--- config.mk ---
export PLATFORM = sky130hd
export DESIGN_NAME = bsc_mul
export DESIGN_NICKNAME = d
export VERILOG_FILES = /design/src/hdl/bsc_pkg.sv /design/src/hdl/bsc_mul.sv
export SDC_FILE = /design/constraint.sdc
export NUM_CORES = 2
export LEC_CHECK = 0
export BUFFER_PORTS_ARGS = -buffer_cell sky130_fd_sc_hd__buf_2
export CAP_MARGIN = 15
export CORE_MARGIN = 10
export CORE_UTILIZATION = 50
export DETAILED_ROUTE_END_ITERATION = 8
export PLACE_DENSITY = 0.66
export RECOVER_POWER = 100
export SLEW_MARGIN = 15
export SYNTH_ARGS = -nofsm -noshare
export SYNTH_HDL_FRONTEND = slang
export SYNTH_SLANG_ARGS = --single-unit
--- constraint.sdc ---
create_clock -name clk -period 12.33 [get_ports clk]
set_input_delay 0.6165 -clock clk [delete_from_list [all_inputs] [get_ports clk]]
set_output_delay 0.6165 -clock clk [all_outputs]
set_load 0.005 [all_outputs]
--- src/hdl/bsc_pkg.sv ---
// bsc_pkg: shared types, constants and helpers for the barometric compensation core
// used by bsc_mul, bsc_div and barometric_sensor_compensation_core; no dependencies
`default_nettype none
package bsc_pkg;

  typedef logic signed [32:0] mul_op_t;
  typedef logic signed [65:0] mul_res_t;
  typedef logic signed [63:0] wide_t;

  localparam int unsigned DIV_W = 33;
  localparam int unsigned DEN_W = 32;

  typedef struct packed {
    logic busy;
    logic done;
  } div_stat_t;

  typedef enum logic [5:0] {
    S_IDLE = 6'b000001,
    S_TEMP = 6'b000010,
    S_PRE  = 6'b000100,
    S_DIV  = 6'b001000,
    S_POST = 6'b010000,
    S_DONE = 6'b100000
  } state_t;

  localparam logic [1:0] REG_TEMP    = 2'd0;
  localparam logic [1:0] REG_PRESS_A = 2'd1;
  localparam logic [1:0] REG_PRESS_B = 2'd2;
  localparam logic [1:0] REG_PRESS_C = 2'd3;

  localparam wide_t C_FT_OFFSET = 64'sd64000;
  localparam wide_t C_ADC_FULL  = 64'sd1048576;
  localparam wide_t C_P1_ONE    = 64'sd32768;
  localparam logic [31:0] C_T_ROUND = 32'd128;
  localparam mul_op_t C_P_SCALE = 33'sd3125;
  localparam mul_op_t C_T_SCALE = 33'sd5;

  function automatic mul_op_t s16(input logic [15:0] v);
    return {{17{v[15]}}, v};
  endfunction

  function automatic mul_op_t u16(input logic [15:0] v);
    return {17'd0, v};
  endfunction

  function automatic wide_t sx32(input logic [31:0] v);
    return {{32{v[31]}}, v};
  endfunction

  // signed divide by 2^k, truncating toward zero
  function automatic wide_t sdiv_p2(input wide_t x, input int unsigned k);
    wide_t bias;
    bias = x[63] ? ((64'sd1 <<< k) - 64'sd1) : 64'sd0;
    return (x + bias) >>> k;
  endfunction

endpackage
`default_nettype wire

--- src/hdl/bsc_mul.sv ---
// bsc_mul: shared signed 33x33 multiplier with registered product
// depends on bsc_pkg
`default_nettype none
module bsc_mul
  import bsc_pkg::*;
(
  input  wire logic    clk,
  input  wire mul_op_t op_a,
  input  wire mul_op_t op_b,
  output mul_res_t     prod
);

  mul_res_t prod_r;

  always_ff @(posedge clk) begin
    prod_r <= mul_res_t'(op_a) * mul_res_t'(op_b);
  end

  assign prod = prod_r;

endmodule
`default_nettype wire

# Word-level counts from Yosys, hierarchy flattened
# Cells that the tools add are included.
[classes]
multipliers = 1
[ops]
columns = ["op", "n"]
rows = [
  ["$mul 33x33->66", 1],
]
[word_totals]
inputBits = 67
wordCells = 2
out_inout_bits = 66
ff_bits = 66

# Longest topological paths before layout
[depth]
ltp_word = 1
ltp_mapped = 27
depth_no_buf = 26

# Worst setup path before layout
# OpenSTA, ideal clock, no wires.
[synth_timing]
path_kind = "in2reg"
from = "in op_a[32]"
to = "reg prod_r[62], in the netlist prod[62]"
stages = 23
path_buffers = 2
slack_ns = 4.477
setup_ns = 0.079
required_time_ns = 12.251
arrival_time_ns = 7.774
cell_sequence = "clkbuf_1 > nand2_1 > inv_1 > fa_1 > fa_1 > fa_1 > fa_1 > fa_1 > fa_1 > fa_1 > inv_1 > fa_1 > inv_1 > ha_1 > clkbuf_1 > and3_1 > nand3_1 > nand2b_1 > a2111oi_4 > a211oi_4 > a21o_2 > a21o_1 > a211oi_2"
[synth_between]
elab_chain_len = 1
[synth_rtl]
columns = ["item", "line", "rtl"]
rows = [
  ["start, declared", "bsc_mul.sv:8", "input wire mul_op_t op_a,"],
  ["$mul 33x33->66", "bsc_mul.sv:16", "prod_r <= mul_res_t'(op_a) * mul_res_t'(op_b);"],
  ["end signal, assigned", "bsc_mul.sv:16", ""],
  ["end, declared", "bsc_mul.sv:13", "mul_res_t prod_r;"],
]
# No other way between the ends.

# Final worst setup path
[layout_timing]
from = "in op_a[0]"
to = "reg prod_r[64], in the netlist prod[64]"
# Same word-level chain as after synthesis.

==> flow_summary.json <==
{
  "worstSetupPathType": "in -> reg",
  "cts.clk_slew.worst_paths_ns": 0.07,
  "timing.final.hold_violations": 0,
  "hold_ws_ns": 0.7886,
  "tns_ns": 0,
  "grt_use_met3_pct": 3.035,
  "grt-busiest-layer": "met2",
  "grtUsageMet2_pct": 42.74,
  "crit_path_max_incr_delay_ns": 1.41,
  "worst_setup_path_start_kind": "primary input",
  "violations": "max-capacitance violations, max-slew violations",
  "drt_iter0_drc": 1589,
  "critPathCaptureType": "flop",
  "cp_num_buf_inv": 4,
  "drc": 0,
  "postRouteWirelength_um": 108300,
  "setup_viol": 0,
  "synth_area_um2": 40730,
  "track_usage_pct": 24.14,
  "root_buffer": "clkbuf_16",
  "die_h_um": 305.4,
  "post_drt_via_cell_ratio": 5.309,
  "holdCritPathClass": "in -> reg",
  "setup_ws_ns": 2.488,
  "grt_pass1_vias": 31640,
  "synth.distinct_cells": 80,
  "synthTopCellsByArea": "fa_1, inv_1, and2_1",
  "core-area_um2": 80680,
  "syn_avg_cell_area_um2": 9.390,
  "synth_warnings": 0,
  "max-slew-margin-rel_pct": -35.66,
  "ys_async_sr_fraction_pct": 0,
  "drv_slew": 38,
  "path_common_cell": "fa_1",
  "tritoncts": "done",
  "synth-edff-count": 0,
  "cp.required_ns": 12.58,
  "cts_setup_buffers": 0,
  "ys_seq_area_share_pct": 3.244,
  "slowest_stage": "clkbuf_1",
  "crit_chain": "clkbuf_1 -> nand2_1 -> fa_1 -> inv_1 -> fa_1 -> inv_1 -> fa_1 -> fa_1 -> inv_1 -> ha_1 -> ha_1 -> fa_1 -> fa_1 -> ha_1 -> and3_1 -> and2_0 -> a221oi_1 -> o211ai_1 -> o311ai_4 -> nand3_1 -> a211oi_1 -> a311oi_1",
  "ys_seq_elements": 66,
  "num_vias": 28340,
  "largest_register_ffs": 66,
  "num_io_pins": 133,
  "grt_pass1_wl_um": 175900,
  "outcome": "finished with violations",
  "drv_cap": 1,
  "cts_resized": 0,
  "drt_pre_antenna_iters": 5,
  "cts_hold_buf": 0,
  "synth_top_area_share_pct": 56.27,
  "synth_cells": 4338,
  "synth_fp_nets": 5767,
  "die_w_um": 305.4,
  "synth_top_area_cell": "fa_1",
  "fmax_mhz": 101.6,
  "drive_above_1_share_pct": 2.760,
  "ant_nets": 0,
  "wl_per_cell_um": 20.29,
  "cts_buffers": 9,
  "post-route-min-period_ns": 9.842,
  "fin_nets": 5700,
  "path_max_fanout": 33,
  "rsz0062_at_grt": "no",
  "worstMarginPinSlew_ns": 2.035,
  "grtUsageMet1_pct": 28.88,
  "timing.final.crit_share_pct": 79.82,
  "dpl.hpwl_um": 88950,
  "antenna_found_initial": 11,
  "overflow": 0,
  "initial_utilization_pct": 50.49,
  "gp_congestion": 0.9261,
  "grt_max_degree": 34,
  "rows": 104,
  "syn2layout_area_growth_pct": 3.259,
  "cp.arrival_ns": 10.09,
  "critPathTopFamily": "adder cells",
  "io_buffer_count": 132,
  "h-tree-depth": 3,
  "place_ws_ns": 3.475,
  "cts.sink_count": 66,
  "ctsLongestPathBuffers": 2,
  "synth_ff_type": "dfxtp_1",
  "dieArea_um2": 93280
}
-- metal layers --
metal	up-vias	part of all wire [%]
li1	12200	-
met1	14980	37
met2	883	52
met3	267	5.2
met4	6	5.3
met5	-	0.030
-- cells by family (layout without fill, tap and decap cells) --
| group | after synthesis | after routing | synth area share [%] |
|---|---|---|---|
| and+or+nand+nor | 1271 | 1271 | 15.78 |
| DFF | 66 | 66 | 3.244 |
| buffers and inverters | 1352 | 1290 | 12.51 |
| adders and majority gates | 1362 | 1362 | 62.94 |
| AOI/OAI and AO/OA | 219 | 219 | 4.067 |
| other | 0 | 2 | 0 |
| xor gates and xnor gates | 68 | 68 | 1.462 |
-- Yosys cell counts, types with 3 or more instances --
| cell | n |
|---|---|
| xnor2_1 | 43 |
| o211ai_1 | 4 |
| inv_1 | 1131 |
| o21a_1 | 6 |
| buf_2 | 11 |
| a21oi_2 | 3 |
| o21ai_1 | 6 |
| ha_1 | 217 |
| clkbuf_1 | 208 |
| nor2b_1 | 5 |
| nand2_1 | 551 |
| o31ai_4 | 3 |
| nor2_1 | 68 |
| fa_1 | 1145 |
| nor3_1 | 7 |
| or3_1 | 3 |
| o21ai_0 | 25 |
| or2_2 | 3 |
| nand2b_1 | 12 |
| and4_1 | 5 |
| and3_1 | 5 |
| a21oi_1 | 57 |
| o21bai_1 | 11 |
| a211oi_1 | 7 |
| nand3_1 | 25 |
| dfxtp_1 | 66 |
| a211oi_2 | 3 |
| a31oi_1 | 8 |
| and2_1 | 562 |
| a211o_1 | 6 |
| xor2_1 | 25 |
| a21o_1 | 36 |
| nand4_1 | 11 |
-- layout by cell type (no fill, tap or decap), types with 12 or more instances in the layout --
| master | instances |
|---|---|
| xnor2_1 | 43 |
| clkbuf_1 | 62 |
| nor2_1 | 68 |
| fa_1 | 1145 |
| inv_1 | 1131 |
| a21oi_1 | 59 |
| ha_1 | 217 |
| o21ai_0 | 30 |
| buf_2 | 70 |
| xor2_1 | 25 |
| a21o_1 | 36 |
| nand3_1 | 26 |
| and2_1 | 560 |
| nand2b_1 | 12 |
| dfxtp_1 | 66 |
| nand2_1 | 551 |
-- final timing paths --
check	startpoint	endpoint	slack, ns	cells past startpoint
min	op_b[0]	prod[0]	0.79	2
max	op_a[0]	prod[64]	2.49	22
-- cell type report --
type | count | area (um2)
Inverter | 1131 | 4245
Antenna cell | 2 | 5.005
Tap cell | 1060 | 1326
Sequential cell | 66 | 1321
Clock inverter | 7 | 81.33
Multi-Input combinational cell | 2920 | 34190
Fill cell | 7516 | 38620
Timing Repair Buffer | 143 | 665.6
Clock buffer | 9 | 225.2
-- metrics by stage --
step	utilization [%]	instance area (um2)	std cells
4_1_cts	52.38	42260	5336
6_report	52.14	42060	5338
2_1_floorplan	-	40730	4338
3_3_place_gp	52.00	41950	5320
5_1_grt	52.13	42060	5337
3_5_place_dp	52.00	41950	5320
Power is left out: the tool's default activity adds up to more than one toggle a clock period on the data nets, which glitch-free logic cannot reach.
