**src/hdl/bsc_pkg.sv**
```systemverilog
// bsc_pkg: shared types, constants and helpers for the barometric compensation core
// used by bsc_mul, bsc_div and barometric_sensor_compensation_core; no dependencies
`default_nettype none
package bsc_pkg;

  typedef logic signed [32:0] mul_op_t;
  typedef logic signed [65:0] mul_res_t;
  typedef logic signed [63:0] wide_t;

  localparam int unsigned DIV_W = 33;
  localparam int unsigned DEN_W = 32;

  typedef struct packed {
    logic busy;
    logic done;
  } div_stat_t;

  typedef enum logic [5:0] {
    S_IDLE = 6'b000001,
    S_TEMP = 6'b000010,
    S_PRE  = 6'b000100,
    S_DIV  = 6'b001000,
    S_POST = 6'b010000,
    S_DONE = 6'b100000
  } state_t;

  localparam logic [1:0] REG_TEMP    = 2'd0;
  localparam logic [1:0] REG_PRESS_A = 2'd1;
  localparam logic [1:0] REG_PRESS_B = 2'd2;
  localparam logic [1:0] REG_PRESS_C = 2'd3;

  localparam wide_t C_FT_OFFSET = 64'sd64000;
  localparam wide_t C_ADC_FULL  = 64'sd1048576;
  localparam wide_t C_P1_ONE    = 64'sd32768;
  localparam logic [31:0] C_T_ROUND = 32'd128;
  localparam mul_op_t C_P_SCALE = 33'sd3125;
  localparam mul_op_t C_T_SCALE = 33'sd5;

  function automatic mul_op_t s16(input logic [15:0] v);
    return {{17{v[15]}}, v};
  endfunction

  function automatic mul_op_t u16(input logic [15:0] v);
    return {17'd0, v};
  endfunction

  function automatic wide_t sx32(input logic [31:0] v);
    return {{32{v[31]}}, v};
  endfunction

  // signed divide by 2^k, truncating toward zero
  function automatic wide_t sdiv_p2(input wide_t x, input int unsigned k);
    wide_t bias;
    bias = x[63] ? ((64'sd1 <<< k) - 64'sd1) : 64'sd0;
    return (x + bias) >>> k;
  endfunction

endpackage
`default_nettype wire

```
**src/hdl/bsc_div.sv**
```systemverilog
// bsc_div: restoring unsigned divider, one quotient bit per cycle
// depends on bsc_pkg
`default_nettype none
module bsc_div
  import bsc_pkg::*;
(
  input  wire logic               clk,
  input  wire logic               rst_n,
  input  wire logic               start,
  input  wire logic [DIV_W-1:0]   num,
  input  wire logic [DEN_W-1:0]   den,
  output logic      [DIV_W-1:0]   quo,
  output div_stat_t               stat
);

  localparam int unsigned CNT_W = $clog2(DIV_W + 1);

  logic [DIV_W-1:0] rem_r;
  logic [DIV_W-1:0] quo_r;
  logic [DEN_W-1:0] den_r;
  logic [CNT_W-1:0] cnt_r;
  logic             busy_r;
  logic             done_r;
  logic [DIV_W-1:0] shifted;
  logic             fits;

  assign shifted = {rem_r[DIV_W-2:0], quo_r[DIV_W-1]};
  assign fits    = shifted >= {1'b0, den_r};

  always_ff @(posedge clk) begin
    if (!rst_n) begin
      busy_r <= 1'b0;
      done_r <= 1'b0;
      cnt_r  <= '0;
    end else begin
      done_r <= 1'b0;
      if (start) begin
        busy_r <= 1'b1;
        cnt_r  <= CNT_W'(DIV_W);
      end else if (busy_r) begin
        cnt_r <= cnt_r - 1'b1;
        if (cnt_r == CNT_W'(1)) begin
          busy_r <= 1'b0;
          done_r <= 1'b1;
        end
      end
    end
  end

  always_ff @(posedge clk) begin
    if (start) begin
      rem_r <= '0;
      quo_r <= num;
      den_r <= den;
    end else if (busy_r) begin
      rem_r <= fits ? (shifted - {1'b0, den_r}) : shifted;
      quo_r <= {quo_r[DIV_W-2:0], fits};
    end
  end

  assign quo       = quo_r;
  assign stat.busy = busy_r;
  assign stat.done = done_r;

  a_start_busy: assert property (@(posedge clk) disable iff (!rst_n)
    start |=> busy_r) else $error("divider did not start");
  a_done_idle: assert property (@(posedge clk) disable iff (!rst_n)
    done_r |-> !busy_r) else $error("divider done while busy");
  a_den_nz: assert property (@(posedge clk) disable iff (!rst_n)
    busy_r |-> (den_r != '0)) else $error("divider running on zero divisor");

endmodule
`default_nettype wire
```
**config.mk**
```make
export PLATFORM = sky130hd
export DESIGN_NAME = bsc_div
export DESIGN_NICKNAME = d
export VERILOG_FILES = /design/src/hdl/bsc_pkg.sv /design/src/hdl/bsc_div.sv
export SDC_FILE = /design/constraint.sdc
export NUM_CORES = 1
export LEC_CHECK = 0
export ABC_AREA = 1
export BUFFER_PORTS_ARGS = -buffer_cell sky130_fd_sc_hd__buf_2
export CAP_MARGIN = 0
export CORE_UTILIZATION = 50
export CTS_CLUSTER_DIAMETER = 50
export DETAILED_ROUTE_END_ITERATION = 7
export GPL_TIMING_DRIVEN = 0
export PLACE_DENSITY = 0.77
export REMOVE_ABC_BUFFERS = 1
export SETUP_SLACK_MARGIN = 0.1
export SLEW_MARGIN = 15
export SYNTH_ARGS = -nofsm -noshare
export SYNTH_HDL_FRONTEND = slang
export SYNTH_SLANG_ARGS = --single-unit
```
**constraint.sdc**
```tcl
create_clock -name clk -period 2.8 [get_ports clk]
set_input_delay 0 -clock clk [delete_from_list [all_inputs] [get_ports clk]]
set_output_delay 0 -clock clk [all_outputs]
set_load 0.05 [all_outputs]
```
# Word-level counts from Yosys, hierarchy flattened
# Index checks and enable logic that the tools add are counted.
# totals
ff_bits	105
inputBits	68
output_inout_bits	35
elab_cells	25
# classes
addsub	2
magnitude_cmp	1
n_eq_ne	1
muxes	9
n_bitwise	2
n_reduce_logical	3
# op_table
operator	count
$mux W33	2
$ge A33 B32 Y1	1
$mux W32	1
$sub A32 B32 Y32	1
$mux W6	2
$eq A6 B1 Y1 const B	1
$sub A6 B1 Y6 const B	1
$mux W1	4
$reduce_or A3 Y1	1
$not A1 Y1	2
$reduce_bool A2 Y1	1
$reduce_or A2 Y1	1

# Depth between registers and ports, before layout
# depth
depth_word	4
ltp_mapped	17
mapped_depth_nobuf	16

# Worst setup path after synthesis
# No wires, ideal clock.
# synth_path
kind	flip-flop to flip-flop
from	register quo_r[32], in the netlist quo[32]
to	register rem_r[30]
setup_time_ps	112
arrival_time_ps	2238
required_ps	2688
slack_ps	450
path_stages_with_launch	16
n_path_buf	0
period_less_slack_ps	2350
cell_sequence	edfxtp_1 inv_1 ha_1 fa_1 inv_1 nand3_1 nand3_1 nand2_1 nand2_1 nand2_1 nand2_1 nand2_1 nand3_1 nand3_2 nand2_1 nand2_1
# synth_between
elab_chain_cells	2
word_cells_on_any_way	3
classes_between	1 x add/sub; 1 x order compare; 1 x mux
# synth_lines
element	line	source
start, declared	bsc_div.sv:19	logic [DIV_W-1:0] quo_r;
start signal, assigned	bsc_div.sv:53	quo_r <= num;
start signal, assigned	bsc_div.sv:57	quo_r <= {quo_r[DIV_W-2:0], fits};
$sub A32 B32 Y32 / $ge A33 B32 Y1 (equally long branches)	bsc_div.sv:56, bsc_div.sv:28	
$mux W32 (*)	bsc_div.sv:56	rem_r <= fits ? (shifted - {1'b0, den_r}) : shifted;
end signal, assigned	bsc_div.sv:56	
end, declared	bsc_div.sv:18	logic [DIV_W-1:0] rem_r;
# Every way passes the cells marked *; elsewhere a longest branch is shown, timed or not.
# A chain may end at the register's enable or synchronous reset.

# Worst setup path after layout
# layout_path
from	register den_r[19]
to	register rem_r[12]
# layout_between
elab_chain_cells	2
# layout_lines
element	line	source
start, declared	bsc_div.sv:20	logic [DEN_W-1:0] den_r;
start signal, assigned	bsc_div.sv:54	den_r <= den;
$ge A33 B32 Y1	bsc_div.sv:28	assign fits = shifted >= {1'b0, den_r};
$mux W32	bsc_div.sv:56	
# Every way passes these cells.

==> impl_metrics.ini <==
[synthesis]
netlist_area_um2 = 6968
synth_xor_area_share_pct = 1.760
avgSynthCellArea_um2 = 6.885
async_reset_ff_share_pct = 0
synth_most_common_cell = nand2_1
synth_compound_area_share_pct = 3.591
syn-instance-count = 1012
yosys_warnings = 0
ys_types = 37
yosys-mux-area-fraction_pct = 0
ys_top_cells_by_count = 415 x nand2_1, 189 x inv_1, 74 x nand3_1
ys_ff_latch = 105
synth_top_area_cell = edfxtp_1
synth-seq-area-share_pct = 39.50
synth_top_family_by_area = simple AND/OR/NAND/NOR gates
synth_area_leaders = edfxtp_1 28%, nand2_1 22%, dfxtp_1 11%, inv_1 10%, ha_1 6.1%
synthAdderAreaFrac_pct = 6.393
yosysTopAreaCellShare_pct = 28.01
synthSimpleGateAreaFrac_pct = 36.33
synth_edf_count = 65
synth_ff_type = edfxtp_1

[route]
antenna_left = 0
first_iter_violations = 516
first_pass_iters = 5
routedWlPerCell_um = 13.78
drc = 0
via_per_inst = 4.944
routed_wl_um = 18620
routed-via-count = 6680

[floorplan]
rows = 42
fp.dieH_um = 120.1
fp.coreArea_um2 = 13400
start_util_pct = 52.00
die_x_um = 120.1
ioPinCount = 103
die_area_um2 = 14410

[sta]
relSlewSlack_pct = 26.45
finalWorstSetupSlack_ns = 0.2768
fin_crit_sh_pct = 90.11
final_period_minus_worst_setup_slack_ns = 2.523
finalMaxSlewViolations = 0
worst_pin_slew_ns = 1.102
setup_violations = 0
max_freq_ghz = 0.3963
rsz0062_at_grt = false
finalHoldViolations = 0
fin_skew_ns = 0.01946

[critical_path]
path_depth = 11
critPathCapture = rem_r[12]$_SDFFE_PP0P_
cp-start-kind = flop
regToRegEndpoint = rem_r[12]$_SDFFE_PP0P_
path_max_fanout = 32
rr_startpoint = den_r[19]$_DFFE_PP_
end_kind = flop
cp_top_family = simple AND/OR/NAND/NOR gates
slowest_stage = ha_1
path_class = flop to flop
max_stage_delay_ns = 0.38
critPathLaunch = den_r[19]$_DFFE_PP_
worstPathArrival_ns = 2.77
rrSetupSlack_ns = 0.28
worstPathCellList = inv_1, ha_1, nand2_1, nor2_1, nand2_1, nor3_2, nand2_4, nand2_8, nand2_1, nand3_1, o21ai_1
crit_top_cell = nand2_1
reg2regPathDepth = 11
required_ns = 3.04
cp_num_buf_inv = 1

[pwr]
power.density_nw_per_um2 = 465.0
p_comb_share_pct = 18.6
intPower_w = 0.002813
p_clk_share_pct = 36.3
p_seq_share_pct = 45.1
switching_power_w = 0.001199
irDropWorstVdd_v = 0.0003876
total_power_w = 0.004012
leakagePower_nw = 4.640
switching_share_pct = 29.89

[cts]
clk_pin_slew_ns = 0.08
h-tree-depth = 3
cts_sinks = 105
insertion_delay_ns = 0.37
cts_tree = done
cts_buffers = 9
clk_path_buf_depth = 2
root_buffer = clkbuf_16

[final_layout]
fillers = 1186
diodes = 0
layout.nets = 1273
layoutNonFillerInstCount = 1351
utilization_pct = 64.39
fin_area_um2 = 8628
layout-drive-gt1-share_pct = 12.85
area_growth_pct = 23.83

[job]
max-cap-violations = 0

[outcome]
status = complete, no violations

[grt]
grt_antenna_before_repair = 0
grt_max_degree = 68
grt_pass1_wl_um = 30460
grt_pass1_vias = 6408
gr-usage-all-layers_pct = 27.10
grt-ovfl-total = 0

[placed_design]
gp_congestion = 0.9260
place_ws_ns = -0.1911
port_buffers = 102
dp_cells = 1266
place_area_um2 = 7582
place_hpwl_um = 12180

[min_path]
hold_class = primary input to flop
-- logic make-up after synthesis --
logic type	Yosys count
fa+ha+maj	35
flops	105
xor+xnor	14
buf+inv	216
compound gates	46
simple gates	596
-- flip-flops by register name, summed over array words and instances, names as in the netlist --
signal	count
rem_r	32
cnt_r	6
quo	33
busy_r	1
den_r	32
done_r	1
-- per-stage QoR --
stage,hold slack [ns],TNS [ns]
after floorplan,0.09887,0
after global placement,0.1760,-43.60
after detailed placement,0.1781,-3.489
after CTS,0.2711,0
after global routing,0.3033,0
final,0.2730,0
-- layer usage --
metal,vias up,global-route usage (%),wire length (um)
li1,3427,-,-
met1,2963,33.98,7970
met2,264,45.94,8841
met3,26,6.036,1439
met4,0,8.828,363
met5,-,0,0
-- area by class of cell --
type	count	area (um^2)	share of cell area, %
Clock inverter	7	116.4	1.349
Timing Repair Buffer	170	1201	13.92
Sequential cell	105	2753	31.90
Tap cell	176	220.2	2.552
Inverter	191	716.9	8.309
Multi-Input combinational cell	693	3396	39.36
Clock buffer	9	225.2	2.610
-- cell usage in the layout, fill, tap and decap left out, drive strengths merged --
cell type	instances
nand2	423
inv	195
buf	104
nand3	82
dlygate4sd3	66
edfxtp	65
nor2	59
dfxtp	40
ha	34
a21oi	21
o21ai	18
nand3b	15
xnor2	13
clkbuf	9
nand4	8
nor3	4
o21bai	3
and2	3
nor3b	2
o21a	2
bufinv	2
xor2	1
and3	1
a31oi	1
a211oi	1
nor4	1
fa	1
clkinv	1
-- worst min path at each step --
stage	start	end	slack [ns]	cells past startpoint
final	start	den_r[17]$_DFFE_PP_	0.27	1
after global routing	start	den_r[25]$_DFFE_PP_	0.30	1
after CTS	start	den_r[25]$_DFFE_PP_	0.27	1
after detailed placement	den[15]	den_r[15]$_DFFE_PP_	0.18	1
after global placement	den[26]	den_r[26]$_DFFE_PP_	0.18	1
after floorplan	den[0]	den_r[0]$_DFFE_PP_	0.1	0
-- what timing repair did --
action / in CTS / in global routing
gates resized for setup: 1 / 3
endpoints found under the hold margin: 68 / 0
cloned: 1 / 1
hold buffers: 66 / 0
pin swaps: 1 / 1
setup endpoints to repair: 32 / 33
setup buffers: 1 / 0
-- power groups by stage --
| stage | clock network [W] | logic [W] | registers (W) |
|---|---|---|---|
| floorplan | 0 | 0.000272 | 0.00202 |
| global placement | 0 | 0.000643 | 0.00184 |
| detailed placement | 0 | 0.000659 | 0.00184 |
| CTS | 0.00147 | 0.000729 | 0.00181 |
| global route | 0.00154 | 0.000810 | 0.00182 |
| finish | 0.00146 | 0.000745 | 0.00181 |
No activity file was read; power rests on OpenSTA's default activity.
